[config.mk]
export PLATFORM = sky130hd
export DESIGN_NAME = binary_arithmetic_decoder_top_flat
export DESIGN_NICKNAME = d
export VERILOG_FILES = /design/src/rtl/core/bardec_pkg.sv /design/src/rtl/core/bardec_if.sv /design/src/rtl/core/bardec_coder.sv /design/src/rtl/core/bardec_framer.sv /design/src/rtl/core/binary_arithmetic_decoder_top.sv /design/src/flat_wrapper.sv
export SDC_FILE = /design/constraint.sdc
export NUM_CORES = 1
export LEC_CHECK = 0
export BUFFER_PORTS_ARGS = -buffer_cell sky130_fd_sc_hd__buf_4
export CAP_MARGIN = 0
export CORE_ASPECT_RATIO = 1.75
export CORE_MARGIN = 1.5
export CORE_UTILIZATION = 49
export CTS_CLUSTER_DIAMETER = 100
export DETAILED_ROUTE_END_ITERATION = 8
export GPL_ROUTABILITY_DRIVEN = 0
export PLACE_DENSITY_LB_ADDON = 0.12
export SLEW_MARGIN = 20
export SYNTH_ARGS = -nofsm -noshare
export SYNTH_HDL_FRONTEND = slang
export SYNTH_SLANG_ARGS = --single-unit
[constraint.sdc]
create_clock -name clk -period 12.9 [get_ports clk]
set_input_delay 1.935 -clock clk [delete_from_list [all_inputs] [get_ports clk]]
set_output_delay 1.935 -clock clk [all_outputs]
set_load 0.05 [all_outputs]
[src/rtl/core/bardec_pkg.sv]
package bardec_pkg;

    // Arithmetic coder constants
    localparam int unsigned SPLIT_SHIFT = 12;
    localparam int unsigned MAX_SHIFTS  = 4;
    localparam logic [31:0] LOW_RESET   = 32'h0000_0000;
    localparam logic [31:0] HIGH_RESET  = 32'hffff_ffff;
    localparam logic [31:0] CODE_RESET  = 32'h0000_0000;

    // Item function codes
    localparam logic FUNC_LOAD   = 1'b0;
    localparam logic FUNC_DECODE = 1'b1;

    // Framer bit positions
    localparam logic [2:0] POS_FLAG      = 3'd0;
    localparam logic [2:0] POS_FIRST     = 3'd1;
    localparam logic [2:0] POS_LAST_DATA = 3'd7;

    typedef struct packed {
        logic        func;
        logic [11:0] prediction;
        logic [7:0]  code_byte;
    } in_item_t;

    typedef struct packed {
        logic       bit_res;
        logic [2:0] bytes_needed;
    } coder_res_t;

    typedef struct packed {
        logic       byte_valid;
        logic [7:0] data_byte;
        logic       stream_end;
    } frame_res_t;

    typedef struct packed {
        coder_res_t coder;
        frame_res_t frame;
    } out_item_t;

endpackage

[src/rtl/core/bardec_if.sv]
interface bardec_in_if;
    logic        valid;
    logic        ready;
    logic        func;
    logic [11:0] prediction;
    logic [7:0]  code_byte;

    modport source (output valid, output func, output prediction, output code_byte,
                    input ready);
    modport sink   (input valid, input func, input prediction, input code_byte,
                    output ready);
endinterface

interface bardec_out_if;
    logic       valid;
    logic       ready;
    logic       bit_res;
    logic [2:0] bytes_needed;
    logic       byte_valid;
    logic [7:0] data_byte;
    logic       stream_end;

    modport source (output valid, output bit_res, output bytes_needed,
                    output byte_valid, output data_byte, output stream_end,
                    input ready);
    modport sink   (input valid, input bit_res, input bytes_needed,
                    input byte_valid, input data_byte, input stream_end,
                    output ready);
endinterface

[src/rtl/core/bardec_coder.sv]
module bardec_coder (
    input  logic                  clk,
    input  logic                  rst_n,
    input  logic                  fire,
    input  bardec_pkg::in_item_t  item,
    output bardec_pkg::coder_res_t res
);
    import bardec_pkg::*;

    logic [31:0] range_low_reg, range_low_next;
    logic [31:0] range_high_reg, range_high_next;
    logic [31:0] code_value_reg, code_value_next;

    logic [31:0] span;
    logic [31:0] step;
    logic [31:0] mid;
    logic        bit_one;
    logic [31:0] low_split, high_split;
    logic [31:0] diff;
    logic [2:0]  shifts;

    // Split the interval
    assign span = range_high_reg - range_low_reg;
    assign step = {12'd0, span[31:SPLIT_SHIFT]} * {20'd0, item.prediction};
    assign mid  = range_low_reg + step;

    assign bit_one    = (code_value_reg <= mid);
    assign low_split  = bit_one ? range_low_reg : mid + 32'd1;
    assign high_split = bit_one ? mid : range_high_reg;

    // Count leading equal bytes, at most four
    assign diff = low_split ^ high_split;

    always_comb
    begin
        if (diff[31:24] != 8'd0)
            shifts = 3'd0;
        else if (diff[23:16] != 8'd0)
            shifts = 3'd1;
        else if (diff[15:8] != 8'd0)
            shifts = 3'd2;
        else if (diff[7:0] != 8'd0)
            shifts = 3'd3;
        else
            shifts = 3'(MAX_SHIFTS);
    end

    // Shift out equal bytes and load archive bytes
    always_comb
    begin
        range_low_next  = range_low_reg;
        range_high_next = range_high_reg;
        code_value_next = code_value_reg;
        if (fire)
        begin
            if (item.func == FUNC_LOAD)
            begin
                code_value_next = {code_value_reg[23:0], item.code_byte};
            end
            else
            begin
                case (shifts)
                    3'd0:
                    begin
                        range_low_next  = low_split;
                        range_high_next = high_split;
                    end
                    3'd1:
                    begin
                        range_low_next  = {low_split[23:0], 8'h00};
                        range_high_next = {high_split[23:0], 8'hff};
                    end
                    3'd2:
                    begin
                        range_low_next  = {low_split[15:0], 16'h0000};
                        range_high_next = {high_split[15:0], 16'hffff};
                    end
                    3'd3:
                    begin
                        range_low_next  = {low_split[7:0], 24'h000000};
                        range_high_next = {high_split[7:0], 24'hffffff};
                    end
                    default:
                    begin
                        range_low_next  = LOW_RESET;
                        range_high_next = HIGH_RESET;
                    end
                endcase
            end
        end
    end

    always_ff @(posedge clk or negedge rst_n)
    begin
        if (!rst_n)
        begin
            range_low_reg  <= LOW_RESET;
            range_high_reg <= HIGH_RESET;
            code_value_reg <= CODE_RESET;
        end
        else
        begin
            range_low_reg  <= range_low_next;
            range_high_reg <= range_high_next;
            code_value_reg <= code_value_next;
        end
    end

    assign res.bit_res      = bit_one;
    assign res.bytes_needed = shifts;

endmodule

[src/rtl/core/bardec_framer.sv]
module bardec_framer (
    input  logic                   clk,
    input  logic                   rst_n,
    input  logic                   fire_decode,
    input  logic                   bit_res,
    output bardec_pkg::frame_res_t res
);
    import bardec_pkg::*;

    logic [2:0] bit_position_reg, bit_position_next;
    logic [7:0] byte_acc_reg, byte_acc_next;
    logic       ended_reg, ended_next;
    logic [7:0] acc_shifted;

    assign acc_shifted = {byte_acc_reg[6:0], bit_res};

    // Advance the framing on each decoded bit until the stream ends
    always_comb
    begin
        bit_position_next = bit_position_reg;
        byte_acc_next     = byte_acc_reg;
        ended_next        = ended_reg;
        res.byte_valid    = 1'b0;
        res.data_byte     = 8'd0;
        if (!ended_reg)
        begin
            if (bit_position_reg == POS_FLAG)
            begin
                if (bit_res)
                begin
                    ended_next = 1'b1;
                end
                else
                begin
                    bit_position_next = POS_FIRST;
                    byte_acc_next     = 8'd0;
                end
            end
            else
            begin
                byte_acc_next = acc_shifted;
                if (bit_position_reg == POS_LAST_DATA)
                begin
                    res.byte_valid    = 1'b1;
                    res.data_byte     = acc_shifted;
                    bit_position_next = POS_FLAG;
                end
                else
                begin
                    bit_position_next = bit_position_reg + 3'd1;
                end
            end
        end
        res.stream_end = ended_next;
    end

    always_ff @(posedge clk or negedge rst_n)
    begin
        if (!rst_n)
        begin
            bit_position_reg <= POS_FLAG;
            byte_acc_reg     <= 8'd0;
            ended_reg        <= 1'b0;
        end
        else if (fire_decode)
        begin
            bit_position_reg <= bit_position_next;
            byte_acc_reg     <= byte_acc_next;
            ended_reg        <= ended_next;
        end
    end

endmodule

[src/rtl/core/binary_arithmetic_decoder_top.sv]
// Channel   Dir  Payload                                                Result
// symbol    in   func, prediction[11:0], code_byte[7:0]                 load or decode one bit
// result    out  bit_res, bytes_needed[2:0], byte_valid, data_byte[7:0], stream_end
//
// One item per cycle unless result stalls. An accepted beat lands in the input
// register; once the output register is free, the interval split (one 20x12
// multiply, add, compare, byte shift) runs and the decode result is registered.
// Load beats update the code window and produce no result beat.
// rst_n clears the interval, code window, framing state and both valid flags.
// A stalled result holds the output register and the beat in the input
// register, load or decode, so symbol stalls once that register is full; the
// input register drains in the same cycle that result.ready rises.
module binary_arithmetic_decoder_top (
    input logic         clk,
    input logic         rst_n,
    bardec_in_if.sink   symbol,
    bardec_out_if.source result
);
    import bardec_pkg::*;

    logic       in_valid_reg;
    in_item_t   in_item_reg;
    logic       out_valid_reg, out_valid_next;
    out_item_t  out_item_reg;
    logic       fire;
    logic       fire_decode;
    coder_res_t coder_res;
    frame_res_t frame_res;

    // Process the held beat whenever the output register is free to take it
    assign fire          = in_valid_reg && (!out_valid_reg || result.ready);
    assign fire_decode   = fire && (in_item_reg.func == FUNC_DECODE);
    assign symbol.ready  = !in_valid_reg || fire;

    bardec_coder u_coder (
        .clk   (clk),
        .rst_n (rst_n),
        .fire  (fire),
        .item  (in_item_reg),
        .res   (coder_res)
    );

    bardec_framer u_framer (
        .clk         (clk),
        .rst_n       (rst_n),
        .fire_decode (fire_decode),
        .bit_res     (coder_res.bit_res),
        .res         (frame_res)
    );

    // Input register
    always_ff @(posedge clk or negedge rst_n)
    begin
        if (!rst_n)
            in_valid_reg <= 1'b0;
        else if (symbol.ready)
            in_valid_reg <= symbol.valid;
    end

    always_ff @(posedge clk)
    begin
        if (symbol.ready && symbol.valid)
        begin
            in_item_reg.func       <= symbol.func;
            in_item_reg.prediction <= symbol.prediction;
            in_item_reg.code_byte  <= symbol.code_byte;
        end
    end

    // Output register: load on decode, drop when taken
    always_comb
    begin
        if (fire_decode)
            out_valid_next = 1'b1;
        else if (result.ready)
            out_valid_next = 1'b0;
        else
            out_valid_next = out_valid_reg;
    end

    always_ff @(posedge clk or negedge rst_n)
    begin
        if (!rst_n)
            out_valid_reg <= 1'b0;
        else
            out_valid_reg <= out_valid_next;
    end

    always_ff @(posedge clk)
    begin
        if (fire_decode)
        begin
            out_item_reg.coder <= coder_res;
            out_item_reg.frame <= frame_res;
        end
    end

    assign result.valid        = out_valid_reg;
    assign result.bit_res      = out_item_reg.coder.bit_res;
    assign result.bytes_needed = out_item_reg.coder.bytes_needed;
    assign result.byte_valid   = out_item_reg.frame.byte_valid;
    assign result.data_byte    = out_item_reg.frame.data_byte;
    assign result.stream_end   = out_item_reg.frame.stream_end;

endmodule
[src/flat_wrapper.sv]
// flat-port wrapper written by rule: the top's interface ports become plain ports
module binary_arithmetic_decoder_top_flat import bardec_pkg::*;
  (clk, rst_n, symbol_valid, symbol_func, symbol_prediction, symbol_code_byte, symbol_ready, result_valid, result_bit_res, result_bytes_needed, result_byte_valid, result_data_byte, result_stream_end, result_ready);
  bardec_in_if symbol_i ();
  bardec_out_if result_i ();
  input logic clk;
  input logic rst_n;
  input wire logic [$bits(symbol_i.valid)-1:0] symbol_valid;
  input wire logic [$bits(symbol_i.func)-1:0] symbol_func;
  input wire logic [$bits(symbol_i.prediction)-1:0] symbol_prediction;
  input wire logic [$bits(symbol_i.code_byte)-1:0] symbol_code_byte;
  output wire logic [$bits(symbol_i.ready)-1:0] symbol_ready;
  output wire logic [$bits(result_i.valid)-1:0] result_valid;
  output wire logic [$bits(result_i.bit_res)-1:0] result_bit_res;
  output wire logic [$bits(result_i.bytes_needed)-1:0] result_bytes_needed;
  output wire logic [$bits(result_i.byte_valid)-1:0] result_byte_valid;
  output wire logic [$bits(result_i.data_byte)-1:0] result_data_byte;
  output wire logic [$bits(result_i.stream_end)-1:0] result_stream_end;
  input wire logic [$bits(result_i.ready)-1:0] result_ready;
  assign symbol_i.valid = symbol_valid;
  assign symbol_i.func = symbol_func;
  assign symbol_i.prediction = symbol_prediction;
  assign symbol_i.code_byte = symbol_code_byte;
  assign symbol_ready = symbol_i.ready;
  assign result_valid = result_i.valid;
  assign result_bit_res = result_i.bit_res;
  assign result_bytes_needed = result_i.bytes_needed;
  assign result_byte_valid = result_i.byte_valid;
  assign result_data_byte = result_i.data_byte;
  assign result_stream_end = result_i.stream_end;
  assign result_i.ready = result_ready;
  binary_arithmetic_decoder_top u_core (.clk(clk), .rst_n(rst_n), .symbol(symbol_i), .result(result_i));
endmodule
==> results.md, run 1 <==
- The sum of overflow across all layers after global routing is 0.
- The largest fanout on the critical path is 15.
- The maximum number of pins on one net before global-route repair is 73.
- The post-route minimum period is 12.38 ns.
- The final clock skew is 0.0154 ns.
- The die is 269 um tall.
- The adder and majority cell fraction of the synthesized area is 29.8%.
- After the flow finishes, the layout carries non-filler instances totaling 2864.
- The number of design rule violations left after detail routing is 0.
- The type of the setup path with the least slack is reg -> reg.
- TritonCTS built the clock tree.
- The most used flip-flop cell after synthesis is sky130_fd_sc_hd__dfrtp_1.
- The total track usage is 30.5%.
- The number of library cell types mapped by synthesis is 97.
- Once layout is done, the placed cells without fillers occupy 22300 um2.
- By count the netlist is led by sky130_fd_sc_hd__inv_1 (319), sky130_fd_sc_hd__nand2_1 (275), sky130_fd_sc_hd__fa_1 (210), sky130_fd_sc_hd__ha_1 (135), sky130_fd_sc_hd__and2_1 (127).
- For this design, the slowest cell found on the critical path is sky130_fd_sc_hd__dfstp_2.
- Synthesis inferred 144 register bits.
- The starting utilization of the core area is 49.6%.
- The library cell with the largest summed area after synthesis is sky130_fd_sc_hd__fa_1.
- The signed area change from the synthesized netlist to the final layout is 12.6%.
- The number of iterations in the first detailed-routing pass is 6.
- Sequential elements use 19.3% of the synthesized area.
- In this run the standard cell core region covers 39900 um2.
- In this run the tool buffered the top-level ports with 40 buffer cells.
- The synthesized netlist devotes 14.0% of its cell area to compound gates.
- The measured slew at the worst slew-check pin is 0.962 ns.
- For this block, the via count after detailed routing is 16784.
- The mean routed wirelength per cell is 21.3 um.
- The number of placed I/O pins is 41.
- The cell count after synthesis came out at 2260.
- The async set-reset flop share out of synthesis is 75.7%.
- The final wirelength is 60900 um.
- The die boundary width is 155 um.
- The number of endpoints with negative hold slack in the final report is 0.
- The most instantiated library cell after synthesis is sky130_fd_sc_hd__inv_1.
- The clock latency of the later-clocked register in the worst-skew pair is 0.45 ns.
- The post-place instance area is 21400 um2.
- The first routing iteration left 1022 violations.
- The max-slew headroom at the worst pin is 35.8%.
- The number of synthesized flops with an enable pin is 35.
- The mean instance size in the synthesized netlist is 8.76 um2.
- In the post-synthesis netlist, the biggest area contributors are sky130_fd_sc_hd__fa_1 (21%), sky130_fd_sc_hd__dfrtp_1 (9.7%), sky130_fd_sc_hd__ha_1 (8.5%).
- The number of global-route vias before repair is 17784.
- The number of setup violations in the final report is 0.
- The post-route clock period utilization is 95.9%.
- The post-synthesis net count is 2630.
- The combinational family with the most area after synthesis is adder cells.
- The die footprint is 41700 um2.
- The first global-routing pass estimated 97000 um of wire.
- The detailed-route vias per instance is 5.86.
- For this design, the sink count on the clock tree is 144.
- The wire-length estimate of the detail-placed layout is 50100 um.
- The count of max-cap constraint violations is 0.
- The number of max-slew violations in the final report was 0.
- The min-delay analysis places its worst path in the category reg -> reg.
- The required time at the worst-slack endpoint is 13.20 ns.
- The number of buffers created by CTS is 17.
- 0 antenna diodes ended up in the layout.
- The synthesized netlist occupies a cell area of 19800 um2.
- The element type at the critical path end is a flop.
- The row count is 97.
- Of the total synthesized cell area, the portion taken by AND, OR, NAND and NOR gates is 18.0%.
- Data on the critical path arrives at its endpoint at 12.67 ns.
- The synthesized netlist devotes 5.55% of its cell area to XOR and XNOR gates.
- The number of antenna violations at the first check in global routing is 0.
- The flow ran to the end, and the final reports show no timing, DRC or antenna violations.
- The depth of the CTS H-tree is 4.
- The net count of the finished layout is 2726.
- The number of buffers inserted by hold repair at cts is 0.
- The highest cell delay on the worst timing path is 0.57 ns.
- The clock-pin slew on the worst setup and hold paths is 0.07 ns.
- The worst setup path is launched from a flop.
- The buffer type at the clock tree root is sky130_fd_sc_hd__clkbuf_16.
- The proportion of layout cells with a drive suffix above 1 is 15.9%.
- Counting tap cells, the placed design contains a total of 2820 instances.
- The area fraction of the dominant cell type after synthesis is 21.2%.
- The mux contribution to synthesized area is 4.73%.
- The number of antenna-violating nets in the routed design is 0.
- The longest clock path from root to sink contains 2 buffers.
- Derived from the worst setup path, the maximum achievable clock frequency is 80.8 MHz.
- Yosys printed 0 warnings.
[area by class of cell]
type	instances	area (um2)
clock buffers	20	479
flip-flops and latches	144	3820
fillers	3668	17600
multi-input cells	1671	14500
well taps	495	619
repair buffers	198	1550
inverters	324	1220
clock inverters	12	134
[stage by stage]
step	util, %	TNS (ns)	setup slack [ns]	hold WS, ns
after floorplan	-	0	0.798	0.426
after global placement	53.6	-0.121	-0.0814	0.443
after detailed placement	53.7	-4.80	-0.338	0.454
after CTS	55.3	0	0.0141	0.468
after global routing	55.8	-0.197	-0.0502	0.477
final	55.8	0	0.525	0.458
[final timing paths]
path	start	to	slack, ns	cells past startpoint
min in group asynchronous	rst_n	u_core.u_framer.byte_acc_reg[6]	1.46	1
max in group asynchronous	rst_n	u_core.u_coder.range_low_reg[4]	10.07	2
min reg2reg	u_core.in_item_reg[0]	u_core.u_coder.code_value_reg[0]	0.46	2
max reg2reg	u_core.u_coder.range_high_reg[9]	u_core.u_coder.range_low_reg[29]	0.52	50
max	u_core.u_coder.range_high_reg[9]	u_core.u_coder.range_low_reg[29]	0.52	50
min	u_core.in_item_reg[0]	u_core.u_coder.code_value_reg[0]	0.46	2
[per-layer routing]
metal,GRT usage (%),wire (um),vias up
met5,0,0,-
met4,21.0,4650,0
met3,2.93,1980,213
met2,56.6,32100,502
met1,32.5,22200,8324
li1,-,-,7745
[layout by cell type (no fill, tap or decap), types with 12 or more instances in the layout]
cell type                   instances
sky130_fd_sc_hd__nand2_1          273
sky130_fd_sc_hd__mux2_2            37
sky130_fd_sc_hd__inv_1            319
sky130_fd_sc_hd__mux2i_1           51
sky130_fd_sc_hd__and2_1           126
sky130_fd_sc_hd__nand3_1           41
sky130_fd_sc_hd__a21oi_1           94
sky130_fd_sc_hd__dfrtp_1           77
sky130_fd_sc_hd__o31ai_1           17
sky130_fd_sc_hd__nand2b_1          15
sky130_fd_sc_hd__or3_1             13
sky130_fd_sc_hd__xor2_1            24
sky130_fd_sc_hd__o21ai_0           72
sky130_fd_sc_hd__and3_1            12
sky130_fd_sc_hd__a31oi_1           22
sky130_fd_sc_hd__edfxtp_1          35
sky130_fd_sc_hd__a21o_1            20
sky130_fd_sc_hd__xnor2_1           79
sky130_fd_sc_hd__a211oi_1          14
sky130_fd_sc_hd__clkbuf_16         19
sky130_fd_sc_hd__dfstp_2           32
sky130_fd_sc_hd__buf_4            193
sky130_fd_sc_hd__o21a_1            12
sky130_fd_sc_hd__nor3_1            26
sky130_fd_sc_hd__fa_1             210
sky130_fd_sc_hd__nor2_1           111
sky130_fd_sc_hd__ha_1             135
sky130_fd_sc_hd__nand4_1           25
[critical path, delay by kind of cell (launching register included)]
family / cells / cell delay (ns)
adder cells (fa/ha/maj): 8 / 3.34
buffers and inverters: 13 / 1.72
AND/OR/NAND/NOR: 9 / 1.92
AO/OA/AOI/OAI: 17 / 3.87
multiplexers: 3 / 0.79
flip-flops: 1 / 0.57
[logic make-up after synthesis]
family | count (synthesis)
DFF | 144
and+or+nand+nor | 721
muxes | 89
AOI/OAI and AO/OA | 401
xor gates and xnor gates | 115
buffers and inverters | 445
adders and majority gates | 345
[timing repair]
item / 4_1_cts / 5_1_grt
resized for setup: 9 / 33
endpoints found under the setup margin: 65 / 67
endpoints found under the hold margin: 0 / 0
setup buffers: 3 / 9
pin swaps: 0 / 13
Power of run 1 is not shown: default switching activity piles up to over one toggle a cycle in this logic, so the estimate is an artifact.
==> run 2, diff against run 1 <==
--- a/config.mk
+++ b/config.mk
@@ -7,9 +7,11 @@
 export LEC_CHECK = 0
 export BUFFER_PORTS_ARGS = -buffer_cell sky130_fd_sc_hd__buf_4
 export CAP_MARGIN = 0
+export CELL_PAD_IN_SITES_DETAIL_PLACEMENT = 1
+export CELL_PAD_IN_SITES_GLOBAL_PLACEMENT = 2
 export CORE_ASPECT_RATIO = 1.75
 export CORE_MARGIN = 1.5
-export CORE_UTILIZATION = 49
+export CORE_UTILIZATION = 37
 export CTS_CLUSTER_DIAMETER = 100
 export DETAILED_ROUTE_END_ITERATION = 8
 export GPL_ROUTABILITY_DRIVEN = 0
==> run 2 against run 1 <==
  * Largest cell class unchanged
  * Critical endpoint is now u_core.u_coder.range_low_reg[19]
  * Critical path type unchanged
  * First-iteration DRC count down 30%
  * Die area up 32%
  * Clock skew down 0.0055 ns
  * Setup slack worse by 0.12 ns
  * Core utilization down 12 points
  * Count of clock-buffer cells in the layout down 3
  * Register-to-register slack worse by 0.12 ns
==> results.md, run 2 (same netlist as run 1, synthesis figures left out) <==
- The maximum number of pins on one net before global-route repair came to 66 (-9.6%).
- The most critical setup path has its startpoint at u_core.u_coder.range_high_reg[1].
- The vertical die dimension came to 309 um (+15%).
- The min-delay analysis places its worst path in the category reg -> reg.
- The final instance count without filler cells is 3141 (+9.7%).
- The summed negative setup slack over all endpoints is 0 ns (unchanged).
- The number of iterations in the first detailed-routing pass is 5 (-1).
- The run finished with clean final reports.
- The library cell used most frequently in the layout, excluding fill and tap cells, is sky130_fd_sc_hd__inv_1.
- The type of the setup path with the least slack is reg -> reg.
- The maximum clock frequency was 80.1 MHz (-0.93%).
- The antenna diode count was 0 (unchanged).
- The total track usage is 27.9% (-2.6 points).
- The number of design rule violations left after detail routing came to 0 (unchanged).
- The largest buffer count on any clock path is 2 (unchanged).
- The number of max-slew violations in the final report is 0 (unchanged).
- The estimated wirelength of the detail-placed design is 61500 um (+23%).
- The cell sitting at the root of the clock tree is a sky130_fd_sc_hd__clkbuf_16.
- The mean routed wirelength per cell was 23.4 um (+10%).
- The number of global-route vias before repair is 19320 (+8.6%).
- The clock latency of the later-clocked register in the worst-skew pair is 0.47 ns (+0.02 ns).
- The post-place instance area is 22300 um2 (+4.3%).
- The post-route clock period utilization is 96.8% (+0.90 points).
- The number of setup violations in the final report is 0 (unchanged).
- The final-layout fill cell count came to 6190 (+69%).
- The layout net count is 2814 (+3.2%).
- The final clock skew is 0.00998 ns (-0.00547 ns).
- TritonCTS built the clock tree.
- The worst setup path is captured at a flop.
- The post-route minimum period was 12.49 ns (+0.116 ns).
- The port buffer count was 40 (unchanged).
- By instance count, the cell type seen most on the critical path is sky130_fd_sc_hd__buf_4.
- The routed via count is 17236 (+2.7%).
- The post-placement worst setup slack was -0.520 ns (-0.183 ns).
- The required time at the worst-slack endpoint was 13.20 ns (about the same).
- The die boundary width is 178 um (+15%).
- The detailed-route vias per instance was 5.49 (-6.4%).
- The count of max-cap constraint violations is 0 (unchanged).
- STA classifies the critical path startpoint as a flop.
- The die footprint came to 55000 um2 (+32%).
- The number of buffers inserted by hold repair at cts is 0 (unchanged).
- The max-slew headroom at the worst pin came to 34.0% (-1.8 points).
- The first-pass GRT wire length is 113000 um (+17%).
- The final setup slack of the worst path was 0.409 ns (-0.116 ns).
- The number of antenna violations at the first check in global routing is 0 (unchanged).
- The proportion of layout cells with a drive suffix above 1 is 19.4% (+3.5 points).
- The measured slew at the worst slew-check pin is 0.983 ns (+0.0209 ns).
- The number of placed I/O pins is 41 (unchanged).
- The number of buffers created by CTS is 17 (unchanged).
- The number of endpoints with negative hold slack in the final report was 0 (unchanged).
- The highest cell delay on the worst timing path is 0.58 ns (about the same).
- The highest-delay cell along the critical path is sky130_fd_sc_hd__dfstp_2.
- The critical hold path startpoint is u_core.in_item_reg[0].
- The row count is 112 (+15%).
- The number of antenna-violating nets in the routed design is 0 (unchanged).
- The area growth from synthesis to layout is 17.8%.
- The starting utilization of the core area is 37.3% (-12 points).
- The startpoint identified for the worst register-to-register timing path is u_core.u_coder.range_high_reg[1].
- The largest fanout on the critical path is 15 (unchanged).
- The depth of the CTS H-tree is 4 (unchanged).
- The count of routing violations after the opening detailed-route iteration is 716 (-30%).
- The final wirelength was 73500 um (+21%).
- The sum of overflow across all layers after global routing is 0 (unchanged).
- The clock-pin slew on the worst setup and hold paths is 0.08 ns (about the same).
- The instance count after placement with tap cells included is 3098 (+9.9%).
- The count of clock tree sinks came to 144 (unchanged).
- The area of the placeable core is 53100 um2 (+33%).
- The arrival time of data at the critical path endpoint is 12.79 ns (+0.12 ns).
- In the layout the commonest cells are sky130_fd_sc_hd__inv_1 (318), sky130_fd_sc_hd__buf_4 (280), sky130_fd_sc_hd__nand2_1 (272), sky130_fd_sc_hd__fa_1 (210), sky130_fd_sc_hd__ha_1 (131).
- The cell area after layout is 23300 um2 (+4.7%).
[run 2: cell types whose count changed in the layout (fill, tap and decap cells not counted), moves of 4 or more]
cell and delta:
sky130_fd_sc_hd__buf_4 +87, sky130_fd_sc_hd__o311ai_1 -4, sky130_fd_sc_hd__o311ai_0 +4, sky130_fd_sc_hd__ha_1 -4
sky130_fd_sc_hd__ha_2 +4
[run 2: cell type report]
type | instances | area, um2 | share of cell area [%]
multi-input cells | 1671 | 14600 | 62.5
inverters | 324 | 1220 | 5.21
clock inverters | 15 | 220 | 0.944
flip-flops and latches | 144 | 3820 | 16.4
repair buffers | 286 | 2210 | 9.49
well taps | 684 | 856 | 3.67
clock buffers | 17 | 425 | 1.82
[run 2: routing by layer]
layer,part of all wire [%],global-route usage (%)
met3,1.8,1.75
met5,0,0
met4,6.2,16.2
met1,38,29.9
met2,54,53.1
[run 2: per-stage QoR]
stage / hold slack [ns] / util [%]
floorplan: 0.426 / -
global placement: 0.437 / 42.0
detailed placement: 0.451 / 42.1
CTS: 0.476 / 43.4
global route: 0.493 / 43.9
finish: 0.467 / 43.9
[run 2: worst max-delay path: cells and delay by family (launching register included)]
family,cells,cell delay (ns)
flip-flops,1,0.58
adder cells (fa/ha/maj),8,3.38
AO/OA/AOI/OAI,19,3.51
XOR/XNOR,2,0.62
buffers and inverters,13,1.84
AND/OR/NAND/NOR,12,2.35
[run 2: worst paths after layout]
kind / endpoint / slack, ns / depth (start not counted)
max in group asynchronous: u_core.u_coder.range_high_reg[11] / 9.88 / 3
worst min-delay path: u_core.u_coder.code_value_reg[0] / 0.47 / 2
worst max-delay path: u_core.u_coder.range_low_reg[19] / 0.41 / 54
worst min register to register: u_core.u_coder.code_value_reg[0] / 0.47 / 2
worst max register to register: u_core.u_coder.range_low_reg[19] / 0.41 / 54
min in group asynchronous: u_core.u_framer.byte_acc_reg[4] / 1.32 / 1
[run 2: what timing repair did]
action,4_1_cts,5_1_grt
setup buffers,0,11
gates resized for setup,16,44
pin swaps,0,20
setup endpoints to repair,67,67
Power of run 2 is left out for the same reason.
